**src/hw/rtl/cdta_pkg.sv**
```systemverilog
`timescale 1ns / 1ps
`default_nettype none

package cdta_pkg;

    typedef enum logic [2:0] {
        CMD_NEXT_DAY  = 3'd0,
        CMD_PREV_DAY  = 3'd1,
        CMD_BACK_DAYS = 3'd2,
        CMD_ADD_MIN   = 3'd3,
        CMD_SUB_MIN   = 3'd4
    } t_cmd;

    typedef logic [15:0] t_year;
    typedef logic [3:0]  t_month;
    typedef logic [4:0]  t_day;
    typedef logic [4:0]  t_hour;
    typedef logic [5:0]  t_minute;
    typedef logic [5:0]  t_amount;

    localparam t_month  MONTH_FIRST   = 4'd1;
    localparam t_month  MONTH_LAST    = 4'd12;
    localparam t_day    DAY_FIRST     = 5'd1;
    localparam t_day    DAY_DEC_LEN   = 5'd31;
    localparam t_hour   HOUR_LAST     = 5'd23;
    localparam t_minute MINUTE_LAST   = 6'd59;
    localparam t_amount AMOUNT_LAST   = 6'd59;
    localparam t_amount BACK_DAYS_MAX = 6'd28;
    localparam logic [6:0] MIN_PER_HOUR = 7'd60;

    // month length, every year divisible by four is leap
    function automatic t_day month_len(input t_year year, input t_month month);
        t_day len;
        case (month)
            4'd1, 4'd3, 4'd5, 4'd7, 4'd8, 4'd10, 4'd12: len = 5'd31;
            4'd4, 4'd6, 4'd9, 4'd11:                     len = 5'd30;
            4'd2: len = (year[1:0] == 2'b00) ? 5'd29 : 5'd28;
            default: len = 5'd31;
        endcase
        return len;
    endfunction

endpackage

`default_nettype wire

```
**src/hw/rtl/cdta_if.sv**
```systemverilog
`timescale 1ns / 1ps
`default_nettype none

interface cdta_in_if;
    import cdta_pkg::*;

    logic    valid;
    logic    ready;
    logic [2:0] cmd;
    t_year   year;
    t_month  month;
    t_day    day;
    t_hour   hour;
    t_minute minute;
    t_amount amount;

    modport source (output valid, cmd, year, month, day, hour, minute, amount, input ready);
    modport sink   (input valid, cmd, year, month, day, hour, minute, amount, output ready);
endinterface

interface cdta_out_if;
    import cdta_pkg::*;

    logic    valid;
    logic    ready;
    t_year   out_year;
    t_month  out_month;
    t_day    out_day;
    t_hour   out_hour;
    t_minute out_minute;

    modport source (output valid, out_year, out_month, out_day, out_hour, out_minute,
                    input ready);
    modport sink   (input valid, out_year, out_month, out_day, out_hour, out_minute,
                    output ready);
endinterface

`default_nettype wire

```
**src/hw/rtl/calendar_date_time_adjust_core.sv**
```systemverilog
`timescale 1ns / 1ps
`default_nettype none

// channel  | dir | handshake     | payload
// ---------+-----+---------------+------------------------------------------------
// i_in     | in  | valid / ready | cmd, year, month, day, hour, minute, amount
// o_out    | out | valid / ready | out_year, out_month, out_day, out_hour, out_minute
//
// an accepted beat passes the input register, then the date logic into the
// result register. one beat per cycle sustained while o_out.ready holds.
// synchronous active-low reset clears both valid flags only.
// a stalled result holds; the input register still takes a beat while the
// result register is free or being drained in the same cycle.

module calendar_date_time_adjust_core (
    input  wire        i_clk,
    input  wire        i_rst_n,
    cdta_in_if.sink    i_in,
    cdta_out_if.source o_out
);
    import cdta_pkg::*;

    logic       r_s1_valid;
    logic [2:0] r_s1_cmd;
    t_year      r_s1_year;
    t_month     r_s1_month;
    t_day       r_s1_day;
    t_hour      r_s1_hour;
    t_minute    r_s1_minute;
    t_amount    r_s1_amount;

    logic    r_out_valid;
    t_year   r_out_year;
    t_month  r_out_month;
    t_day    r_out_day;
    t_hour   r_out_hour;
    t_minute r_out_minute;

    logic s2_ready;
    logic s1_ready;

    assign s2_ready   = !r_out_valid || o_out.ready;
    assign s1_ready   = !r_s1_valid || s2_ready;
    assign i_in.ready = s1_ready;

    // saturated fields
    t_month  mo_s;
    t_day    dmax;
    t_day    d_s;
    t_hour   h_s;
    t_minute mi_s;
    t_amount amt_s;
    t_amount amd;

    // neighbor day results
    t_year   y_inc;
    t_year   y_dec;
    t_month  mo_prev;
    t_day    plen;
    t_year   nd_year;
    t_month  nd_month;
    t_day    nd_day;
    t_year   pd_year;
    t_month  pd_month;
    t_day    pd_day;
    logic [5:0] back_wrap;
    logic [6:0] min_sum;
    logic [6:0] min_borrow;

    t_year   n_year;
    t_month  n_month;
    t_day    n_day;
    t_hour   n_hour;
    t_minute n_minute;

    always_comb begin
        if (r_s1_month < MONTH_FIRST) begin
            mo_s = MONTH_FIRST;
        end else if (r_s1_month > MONTH_LAST) begin
            mo_s = MONTH_LAST;
        end else begin
            mo_s = r_s1_month;
        end
        dmax = month_len(r_s1_year, mo_s);
        if (r_s1_day < DAY_FIRST) begin
            d_s = DAY_FIRST;
        end else if (r_s1_day > dmax) begin
            d_s = dmax;
        end else begin
            d_s = r_s1_day;
        end
        h_s   = (r_s1_hour > HOUR_LAST) ? HOUR_LAST : r_s1_hour;
        mi_s  = (r_s1_minute > MINUTE_LAST) ? MINUTE_LAST : r_s1_minute;
        amt_s = (r_s1_amount > AMOUNT_LAST) ? AMOUNT_LAST : r_s1_amount;
        amd   = (amt_s > BACK_DAYS_MAX) ? BACK_DAYS_MAX : amt_s;

        y_inc   = r_s1_year + 16'd1;
        y_dec   = r_s1_year - 16'd1;
        mo_prev = (mo_s == MONTH_FIRST) ? MONTH_LAST : mo_s - 4'd1;
        // december is 31 days, so january borrows the same way
        plen    = month_len(r_s1_year, mo_prev);

        if (d_s == dmax) begin
            nd_day = DAY_FIRST;
            if (mo_s == MONTH_LAST) begin
                nd_month = MONTH_FIRST;
                nd_year  = y_inc;
            end else begin
                nd_month = mo_s + 4'd1;
                nd_year  = r_s1_year;
            end
        end else begin
            nd_day   = d_s + 5'd1;
            nd_month = mo_s;
            nd_year  = r_s1_year;
        end

        if (d_s == DAY_FIRST) begin
            pd_day   = plen;
            pd_month = mo_prev;
            pd_year  = (mo_s == MONTH_FIRST) ? y_dec : r_s1_year;
        end else begin
            pd_day   = d_s - 5'd1;
            pd_month = mo_s;
            pd_year  = r_s1_year;
        end

        back_wrap  = {1'b0, plen} - amd + {1'b0, d_s};
        min_sum    = {1'b0, mi_s} + {1'b0, amt_s};
        min_borrow = {1'b0, mi_s} + MIN_PER_HOUR - {1'b0, amt_s};

        n_year   = r_s1_year;
        n_month  = mo_s;
        n_day    = d_s;
        n_hour   = h_s;
        n_minute = mi_s;

        case (r_s1_cmd)
            CMD_NEXT_DAY: begin
                n_year  = nd_year;
                n_month = nd_month;
                n_day   = nd_day;
            end
            CMD_PREV_DAY: begin
                n_year  = pd_year;
                n_month = pd_month;
                n_day   = pd_day;
            end
            CMD_BACK_DAYS: begin
                if ({1'b0, d_s} <= amd) begin
                    n_year  = (mo_s == MONTH_FIRST) ? y_dec : r_s1_year;
                    n_month = mo_prev;
                    n_day   = back_wrap[4:0];
                end else begin
                    n_day = d_s - amd[4:0];
                end
            end
            CMD_ADD_MIN: begin
                if (min_sum >= MIN_PER_HOUR) begin
                    n_minute = 6'(min_sum - MIN_PER_HOUR);
                    if (h_s != HOUR_LAST) begin
                        n_hour = h_s + 5'd1;
                    end else begin
                        n_hour  = 5'd0;
                        n_year  = nd_year;
                        n_month = nd_month;
                        n_day   = nd_day;
                    end
                end else begin
                    n_minute = min_sum[5:0];
                end
            end
            CMD_SUB_MIN: begin
                if (mi_s >= amt_s) begin
                    n_minute = mi_s - amt_s;
                end else begin
                    n_minute = min_borrow[5:0];
                    if (h_s != 5'd0) begin
                        n_hour = h_s - 5'd1;
                    end else begin
                        n_hour  = HOUR_LAST;
                        n_year  = pd_year;
                        n_month = pd_month;
                        n_day   = pd_day;
                    end
                end
            end
            default: begin
                n_year = r_s1_year;
            end
        endcase
    end

    always_ff @(posedge i_clk) begin
        if (!i_rst_n) begin
            r_s1_valid  <= 1'b0;
            r_out_valid <= 1'b0;
        end else begin
            if (s1_ready) begin
                r_s1_valid <= i_in.valid;
            end
            if (s2_ready) begin
                r_out_valid <= r_s1_valid;
            end
        end
        if (s1_ready && i_in.valid) begin
            r_s1_cmd    <= i_in.cmd;
            r_s1_year   <= i_in.year;
            r_s1_month  <= i_in.month;
            r_s1_day    <= i_in.day;
            r_s1_hour   <= i_in.hour;
            r_s1_minute <= i_in.minute;
            r_s1_amount <= i_in.amount;
        end
        if (s2_ready && r_s1_valid) begin
            r_out_year   <= n_year;
            r_out_month  <= n_month;
            r_out_day    <= n_day;
            r_out_hour   <= n_hour;
            r_out_minute <= n_minute;
        end
    end

    assign o_out.valid      = r_out_valid;
    assign o_out.out_year   = r_out_year;
    assign o_out.out_month  = r_out_month;
    assign o_out.out_day    = r_out_day;
    assign o_out.out_hour   = r_out_hour;
    assign o_out.out_minute = r_out_minute;

endmodule

`default_nettype wire
```
**src/flat_wrapper.sv**
```systemverilog
// flat-port wrapper written by rule: the top's interface ports become plain ports
module calendar_date_time_adjust_core_flat import cdta_pkg::*;
  (i_clk, i_rst_n, i_in_valid, i_in_cmd, i_in_year, i_in_month, i_in_day, i_in_hour, i_in_minute, i_in_amount, i_in_ready, o_out_valid, o_out_out_year, o_out_out_month, o_out_out_day, o_out_out_hour, o_out_out_minute, o_out_ready);
  cdta_in_if i_in_i ();
  cdta_out_if o_out_i ();
  input  wire i_clk;
  input  wire i_rst_n;
  input wire logic [$bits(i_in_i.valid)-1:0] i_in_valid;
  input wire logic [$bits(i_in_i.cmd)-1:0] i_in_cmd;
  input wire logic [$bits(i_in_i.year)-1:0] i_in_year;
  input wire logic [$bits(i_in_i.month)-1:0] i_in_month;
  input wire logic [$bits(i_in_i.day)-1:0] i_in_day;
  input wire logic [$bits(i_in_i.hour)-1:0] i_in_hour;
  input wire logic [$bits(i_in_i.minute)-1:0] i_in_minute;
  input wire logic [$bits(i_in_i.amount)-1:0] i_in_amount;
  output wire logic [$bits(i_in_i.ready)-1:0] i_in_ready;
  output wire logic [$bits(o_out_i.valid)-1:0] o_out_valid;
  output wire logic [$bits(o_out_i.out_year)-1:0] o_out_out_year;
  output wire logic [$bits(o_out_i.out_month)-1:0] o_out_out_month;
  output wire logic [$bits(o_out_i.out_day)-1:0] o_out_out_day;
  output wire logic [$bits(o_out_i.out_hour)-1:0] o_out_out_hour;
  output wire logic [$bits(o_out_i.out_minute)-1:0] o_out_out_minute;
  input wire logic [$bits(o_out_i.ready)-1:0] o_out_ready;
  assign i_in_i.valid = i_in_valid;
  assign i_in_i.cmd = i_in_cmd;
  assign i_in_i.year = i_in_year;
  assign i_in_i.month = i_in_month;
  assign i_in_i.day = i_in_day;
  assign i_in_i.hour = i_in_hour;
  assign i_in_i.minute = i_in_minute;
  assign i_in_i.amount = i_in_amount;
  assign i_in_ready = i_in_i.ready;
  assign o_out_valid = o_out_i.valid;
  assign o_out_out_year = o_out_i.out_year;
  assign o_out_out_month = o_out_i.out_month;
  assign o_out_out_day = o_out_i.out_day;
  assign o_out_out_hour = o_out_i.out_hour;
  assign o_out_out_minute = o_out_i.out_minute;
  assign o_out_i.ready = o_out_ready;
  calendar_date_time_adjust_core u_core (.i_clk(i_clk), .i_rst_n(i_rst_n), .i_in(i_in_i), .o_out(o_out_i));
endmodule
```
**config.mk**
```make
export PLATFORM = sky130hd
export DESIGN_NAME = calendar_date_time_adjust_core_flat
export DESIGN_NICKNAME = d
export VERILOG_FILES = /design/src/hw/rtl/cdta_pkg.sv /design/src/hw/rtl/cdta_if.sv /design/src/hw/rtl/calendar_date_time_adjust_core.sv /design/src/flat_wrapper.sv
export SDC_FILE = /design/constraint.sdc
export NUM_CORES = 1
export LEC_CHECK = 0
export ABC_AREA = 1
export BUFFER_PORTS_ARGS = -buffer_cell sky130_fd_sc_hd__buf_2
export CORE_MARGIN = 2
export CORE_UTILIZATION = 40
export CTS_CLUSTER_SIZE = 24
export DETAILED_ROUTE_END_ITERATION = 10
export PLACE_DENSITY = 0.68
export REMOVE_ABC_BUFFERS = 1
export SKIP_CTS_REPAIR_TIMING = 1
export SLEW_MARGIN = 20
export SYNTH_ARGS = -nofsm -noshare
export SYNTH_HDL_FRONTEND = slang
export SYNTH_SLANG_ARGS = --single-unit
```
**constraint.sdc**
```tcl
create_clock -name i_clk -period 11.8 [get_ports i_clk]
set_input_delay 2.36 -clock i_clk [delete_from_list [all_inputs] [get_ports i_clk]]
set_output_delay 2.36 -clock i_clk [all_outputs]
set_load 0.01 [all_outputs]
```
# Word level (Yosys, flattened, before mapping)

Cells that the tools add are included.

Register bits after elaboration: 83
Bits of input ports: 49
Output and inout port bits: 38
Word-level logic and storage cells: 118

Add/sub/neg operators: 16
$lt $le $gt $ge: 11
Equal/unequal tests: 19
Mux-type cells: 47
Reductions and logical operators: 11

Operator list:

| operator                                                              | count |
|---|---|
| 16-bit two-way mux                                                    | 9 |
| 16-bit case mux with 5 select lines                                   | 1 |
| 5-bit two-way mux                                                     | 14 |
| 4-bit two-way mux                                                     | 11 |
| 6-bit two-way mux                                                     | 5 |
| 5-bit case mux with 2 select lines                                    | 3 |
| 5-bit case mux with 5 select lines                                    | 1 |
| 4-bit equality test, second input constant                            | 5 |
| 4-bit case mux with 5 select lines                                    | 1 |
| 16-bit by 1-bit adder with 16-bit output, second input constant       | 1 |
| 4-bit by 3-bit equality test with 1-bit output, second input constant | 4 |
| 16-bit by 1-bit subtractor with 16-bit output, second input constant  | 1 |
| 6-bit greater-than comparator, second input constant                  | 2 |
| 6-bit case mux with 2 select lines                                    | 1 |
| 6-bit subtractor                                                      | 2 |
| 5-bit by 1-bit adder with 5-bit output, second input constant         | 2 |
| 5-bit by 1-bit subtractor with 5-bit output, second input constant    | 2 |
| 5-bit subtractor                                                      | 2 |
| 4-bit by 2-bit equality test with 1-bit output, second input constant | 2 |
| 4-bit OR reduction                                                    | 2 |
| 6-bit by 6-bit adder with 7-bit output                                | 1 |
| 7-bit by 6-bit >= comparator with 1-bit output, second input constant | 1 |
| 6-bit adder, second input constant                                    | 1 |
| 3-bit by 2-bit equality test with 1-bit output, second input constant | 2 |
| 25 further kinds                                                      | 28 |

# Logic depth before layout (Yosys ltp)

Word-level depth: 14
Mapped depth: 33
Gate-level depth less buffers: 32

# Least setup slack after synthesis

Ideal clock, no wire load.

Path type: input to output
Start point: in o_out_ready
End point: out i_in_ready
Arrival time: 2563 ps
Data required time: 9440 ps
Setup slack: 6877 ps
Stages: 2
Buffers on the path: 0
Cells stage by stage: inv_1 nand3_1

Word-level cells in the longest chain between the ends: 2

Ends and longest elaborated chain:

| element          | line                                 | RTL |
|---|---|---|
| from (decl)      | flat_wrapper.sv:23                   | `input wire logic [$bits(o_out_i.ready)-1:0] o_out_ready;` |
| 1-bit logical OR | calendar_date_time_adjust_core.sv:42 | `assign s2_ready = !r_out_valid \|\| o_out.ready;` |
| 1-bit logical OR | calendar_date_time_adjust_core.sv:43 | `assign s1_ready = !r_s1_valid \|\| s2_ready;` |
| to (decl)        | flat_wrapper.sv:16                   | `output wire logic [$bits(i_in_i.ready)-1:0] i_in_ready;` |

No other way between the ends.

# Worst setup path in the final report

Start point: reg u_core.r_s1_month[2]
End point: reg u_core.r_out_year[7], in the netlist u_core.o_out.out_year[7] (data pin)

Word-level cells in the longest chain between the ends: 14
Elaborated cells between the ends (all ways): 29
Classes of those cells: order compare (4); eq/ne (9); mux (15); reduce/logical (1)

Ends and longest elaborated chain:

| element                                                                                                 | line                                  | RTL |
|---|---|---|
| from (decl)                                                                                             | calendar_date_time_adjust_core.sv:26  | `t_month r_s1_month;` |
| from (signal assigned)                                                                                  | calendar_date_time_adjust_core.sv:209 | `r_s1_month <= i_in.month;` |
| 4-bit greater-than comparator                                                                           | calendar_date_time_adjust_core.sv:79  | `end else if (r_s1_month > MONTH_LAST) begin` |
| 4-bit two-way mux                                                                                       | calendar_date_time_adjust_core.sv:79  |  |
| 4-bit two-way mux (*)                                                                                   | calendar_date_time_adjust_core.sv:77  | `if (r_s1_month < MONTH_FIRST) begin` |
| parallel branches: the longest is 10 deep, another holds 5-bit by 6-bit <= comparator with 1-bit output | n/a                                   |  |
| 16-bit case mux with 5 select lines (*)                                                                 | calendar_date_time_adjust_core.sv:138 | `case (r_s1_cmd)` |
| net u_core.n_year[7]                                                                                    | calendar_date_time_adjust_core.sv:70  | `t_year n_year;` |
| to (signal assigned)                                                                                    | calendar_date_time_adjust_core.sv:216 | `r_out_year <= n_year;` |
| to (decl)                                                                                               | calendar_date_time_adjust_core.sv:33  | `t_year r_out_year;` |

Mark *: on every way through the listed nets, which the timed path passes.
A chain may end at the register's enable or synchronous reset.

==> results.cfg <==
[outcome]
status = complete, no violations

[yosys]
ys_seq_area_share_pct = 34.1
synth_top_family_by_area = simple AND/OR/NAND/NOR gates
synth_top_area_share_pct = 33.6
ys_top_cells_by_count = nand2_1 (240), inv_1 (132), nor2_1 (120)
synth_warnings = 0
synthCells = 989
ys_seq_elements = 83
ys.flop_type = edfxtp_1
yosysUniqueCellTypes = 49
synthAdderAreaFrac_pct = 10.1
syn_avg_cell_area_um2 = 7.33
synth_top_cell_by_area = edfxtp_1
async_flop_share_pct = 0
synth-edff-count = 81
synth.mux.area_fraction_pct = 0
synth_simple_gate_area_share_pct = 33.4
synth-compound-area-share_pct = 9.26
ys_top_cells_by_area = edfxtp_1 (34%), nand2_1 (12%), ha_1 (8.1%)
syn_area_um2 = 7240
synth_xor_area_share_pct = 3.61
synth_most_common_cell = nand2_1

[setup_path]
cp-end-kind = flop
required_ns = 12.03
r2r_end = u_core.o_out.out_year[7]
reg2regPathDepth = 30
slowest_delay_ns = 0.55
setup.worst_path.end = u_core.o_out.out_year[7]
r2r-start = u_core.r_s1_month[2]
crit_top_cell = nand2_1
crit_start = u_core.r_s1_month[2]
worst_path_max_delay_cell = edfxtp_1
critPathArrivalTime_ns = 6.00
rrSetupSlack_ns = 6.03
worstSetupPathType = flop to flop
crit_fanout = 14
start_kind = flop

[final_layout]
layout.area.seq_um2 = 2470
fin_util_pct = 45.4
fin_nets = 1164
insertedDiodeCount = 0
nFillCells = 1809
final_cell_area_um2 = 8100
stdcell_count = 1294
layout-drive-gt1-share_pct = 14.8
synthToLayoutAreaGrowth_pct = 11.8
multi_input_area_um2 = 4090

[cts]
cts_tree = built
clk_latency_ns = 0.36
clock_tree.buffer_depth = 2
clockRootBuffer = clkbuf_16
clk_pin_slew_ns = 0.06
clock_sinks = 83
htreeDepth = 3
cts_buffers = 9

[global_routing]
antenna_found_initial = 0
grt_max_degree = 46
grt_busiest_layer = met2
grt_pass1_wl_um = 33000
gr-usage-all-layers_pct = 21.3
grt_pass1_vias = 6534
grt_use_met1_pct = 29.1
use_met3_pct = 4.32
grt_use_met2_pct = 34.1
grt_remaining_overflow = 0

[drt]
postRouteAntennaNets = 0
vias = 6894
drtPass1Iterations = 8
drc = 0
routedWlPerCell_um = 15.7
wl_um = 20300
via_per_inst = 5.33
drt_iter0_markers = 612

[floorplan]
dieArea_um2 = 19200
die_x_um = 139
ios = 87
fp.dieH_um = 139
rows = 49
initial_core_util_pct = 40.6
fp.coreArea_um2 = 17800

[timing]
slew_viol_final = 0
finalSetupViolations = 0
layout_min_cycle_time_ns = 5.77
slew_headroom_pct = 32.9
skew_ns = 0.00898
rsz0062_at_grt = false
tightestPinTransition_ns = 1.00
fin_crit_sh_pct = 48.9
max_freq_mhz = 173
hold_viol = 0
fin_setup_tns_ns = 0

[place]
place.gp.congestion = 0.956
placed_cell_area_um2 = 7850
portBuffers = 86
dp_hpwl_um = 15300
placed_cells = 1279

[run]
maxCapViolCount = 0

[power]
leakagePower_uw = 0.00378
power.density_nw_per_um2 = 105
peakVddDrop_mv = 0.0695

[worst_hold_path]
hold_path.class = flop to flop
-- where the power goes --
part	internal (µW)	total (µW)	switching [µW]	leakage, µW
Sequential	349	365	16.8	0.000795
Clock	140	254	114	0.000120
Combinational	80.4	232	151	0.00286
Total	569	851	282	0.00378
-- final cells by class --
cell class | count | area share, %
clock buffers | 12 | 2.92
flip-flops and latches | 83 | 30.5
clock inverters | 3 | 0.201
multi-input cells | 732 | 50.5
well taps | 229 | 3.54
repair buffers | 89 | 5.59
inverters | 146 | 6.76
-- state kept, by name (all words and copies together), names as in the netlist, 3 cells and up --
name	cells
u_core.o_out.out_year	16
u_core.r_s1_year	16
u_core.o_out.out_minute	6
u_core.r_s1_amount	6
u_core.r_s1_minute	6
u_core.o_out.out_day	5
u_core.o_out.out_hour	5
u_core.r_s1_day	5
u_core.r_s1_hour	5
u_core.o_out.out_month	4
u_core.r_s1_month	4
u_core.r_s1_cmd	3
-- how the worst min path moves through the flow --
stage / from / end / slack, ns / depth (start not counted)
6_report: u_core.r_s1_valid / u_core.r_s1_valid / 0.52 / 2
3_3_place_gp: u_core.r_s1_valid / u_core.r_s1_valid / 0.52 / 2
5_1_grt: u_core.r_s1_valid / u_core.o_out.valid / 0.56 / 2
3_5_place_dp: u_core.r_s1_valid / u_core.r_s1_valid / 0.52 / 2
2_1_floorplan: u_core.r_s1_valid / u_core.o_out.valid / 0.45 / 2
4_1_cts: u_core.r_s1_valid / u_core.r_s1_valid / 0.53 / 2
-- layer usage --
metal / wire length [µm] / vias to the layer above
met5: 0 / -
met4: 459 / 0
met3: 1340 / 32
met2: 9170 / 240
met1: 9370 / 3230
li1: - / 3392
-- through the flow --
stage          total power, µW  setup WS, ns  hold WS, ns
2_1_floorplan              530          6.88        0.447
3_3_place_gp               596          6.39        0.516
3_5_place_dp               599          6.15        0.520
4_1_cts                    852          6.08        0.529
5_1_grt                    899          5.46        0.562
6_report                   851          6.03        0.524
-- worst max-delay path: cells and delay by family, from the launching register on --
family                   cells  cell delay (ns)
AO/OA/AOI/OAI                4             0.89
adder cells (fa/ha/maj)      4             1.20
buffers and inverters        7             0.91
flip-flops                   1             0.55
AND/OR/NAND/NOR             15             2.07
-- cell families after synthesis --
| family | after synthesis |
|---|---|
| flops | 83 |
| simple gates | 533 |
| xor+xnor | 29 |
| buf+inv | 174 |
| fa+ha+maj | 54 |
| compound gates | 116 |
-- cells in the final DEF, fill, tap and decap left out, drive strengths merged, types with 4 or more instances in the layout --
master,count
fa,7
nor2,130
xnor2,7
xor2,22
buf,89
inv,144
clkinv,4
nor3,22
nand4,21
o211ai,11
ha,47
o21ai,46
clkbuf,12
nand3,95
o22ai,6
a21oi,38
nand2,257
edfxtp,81
(Power assumes the default switching activity.)
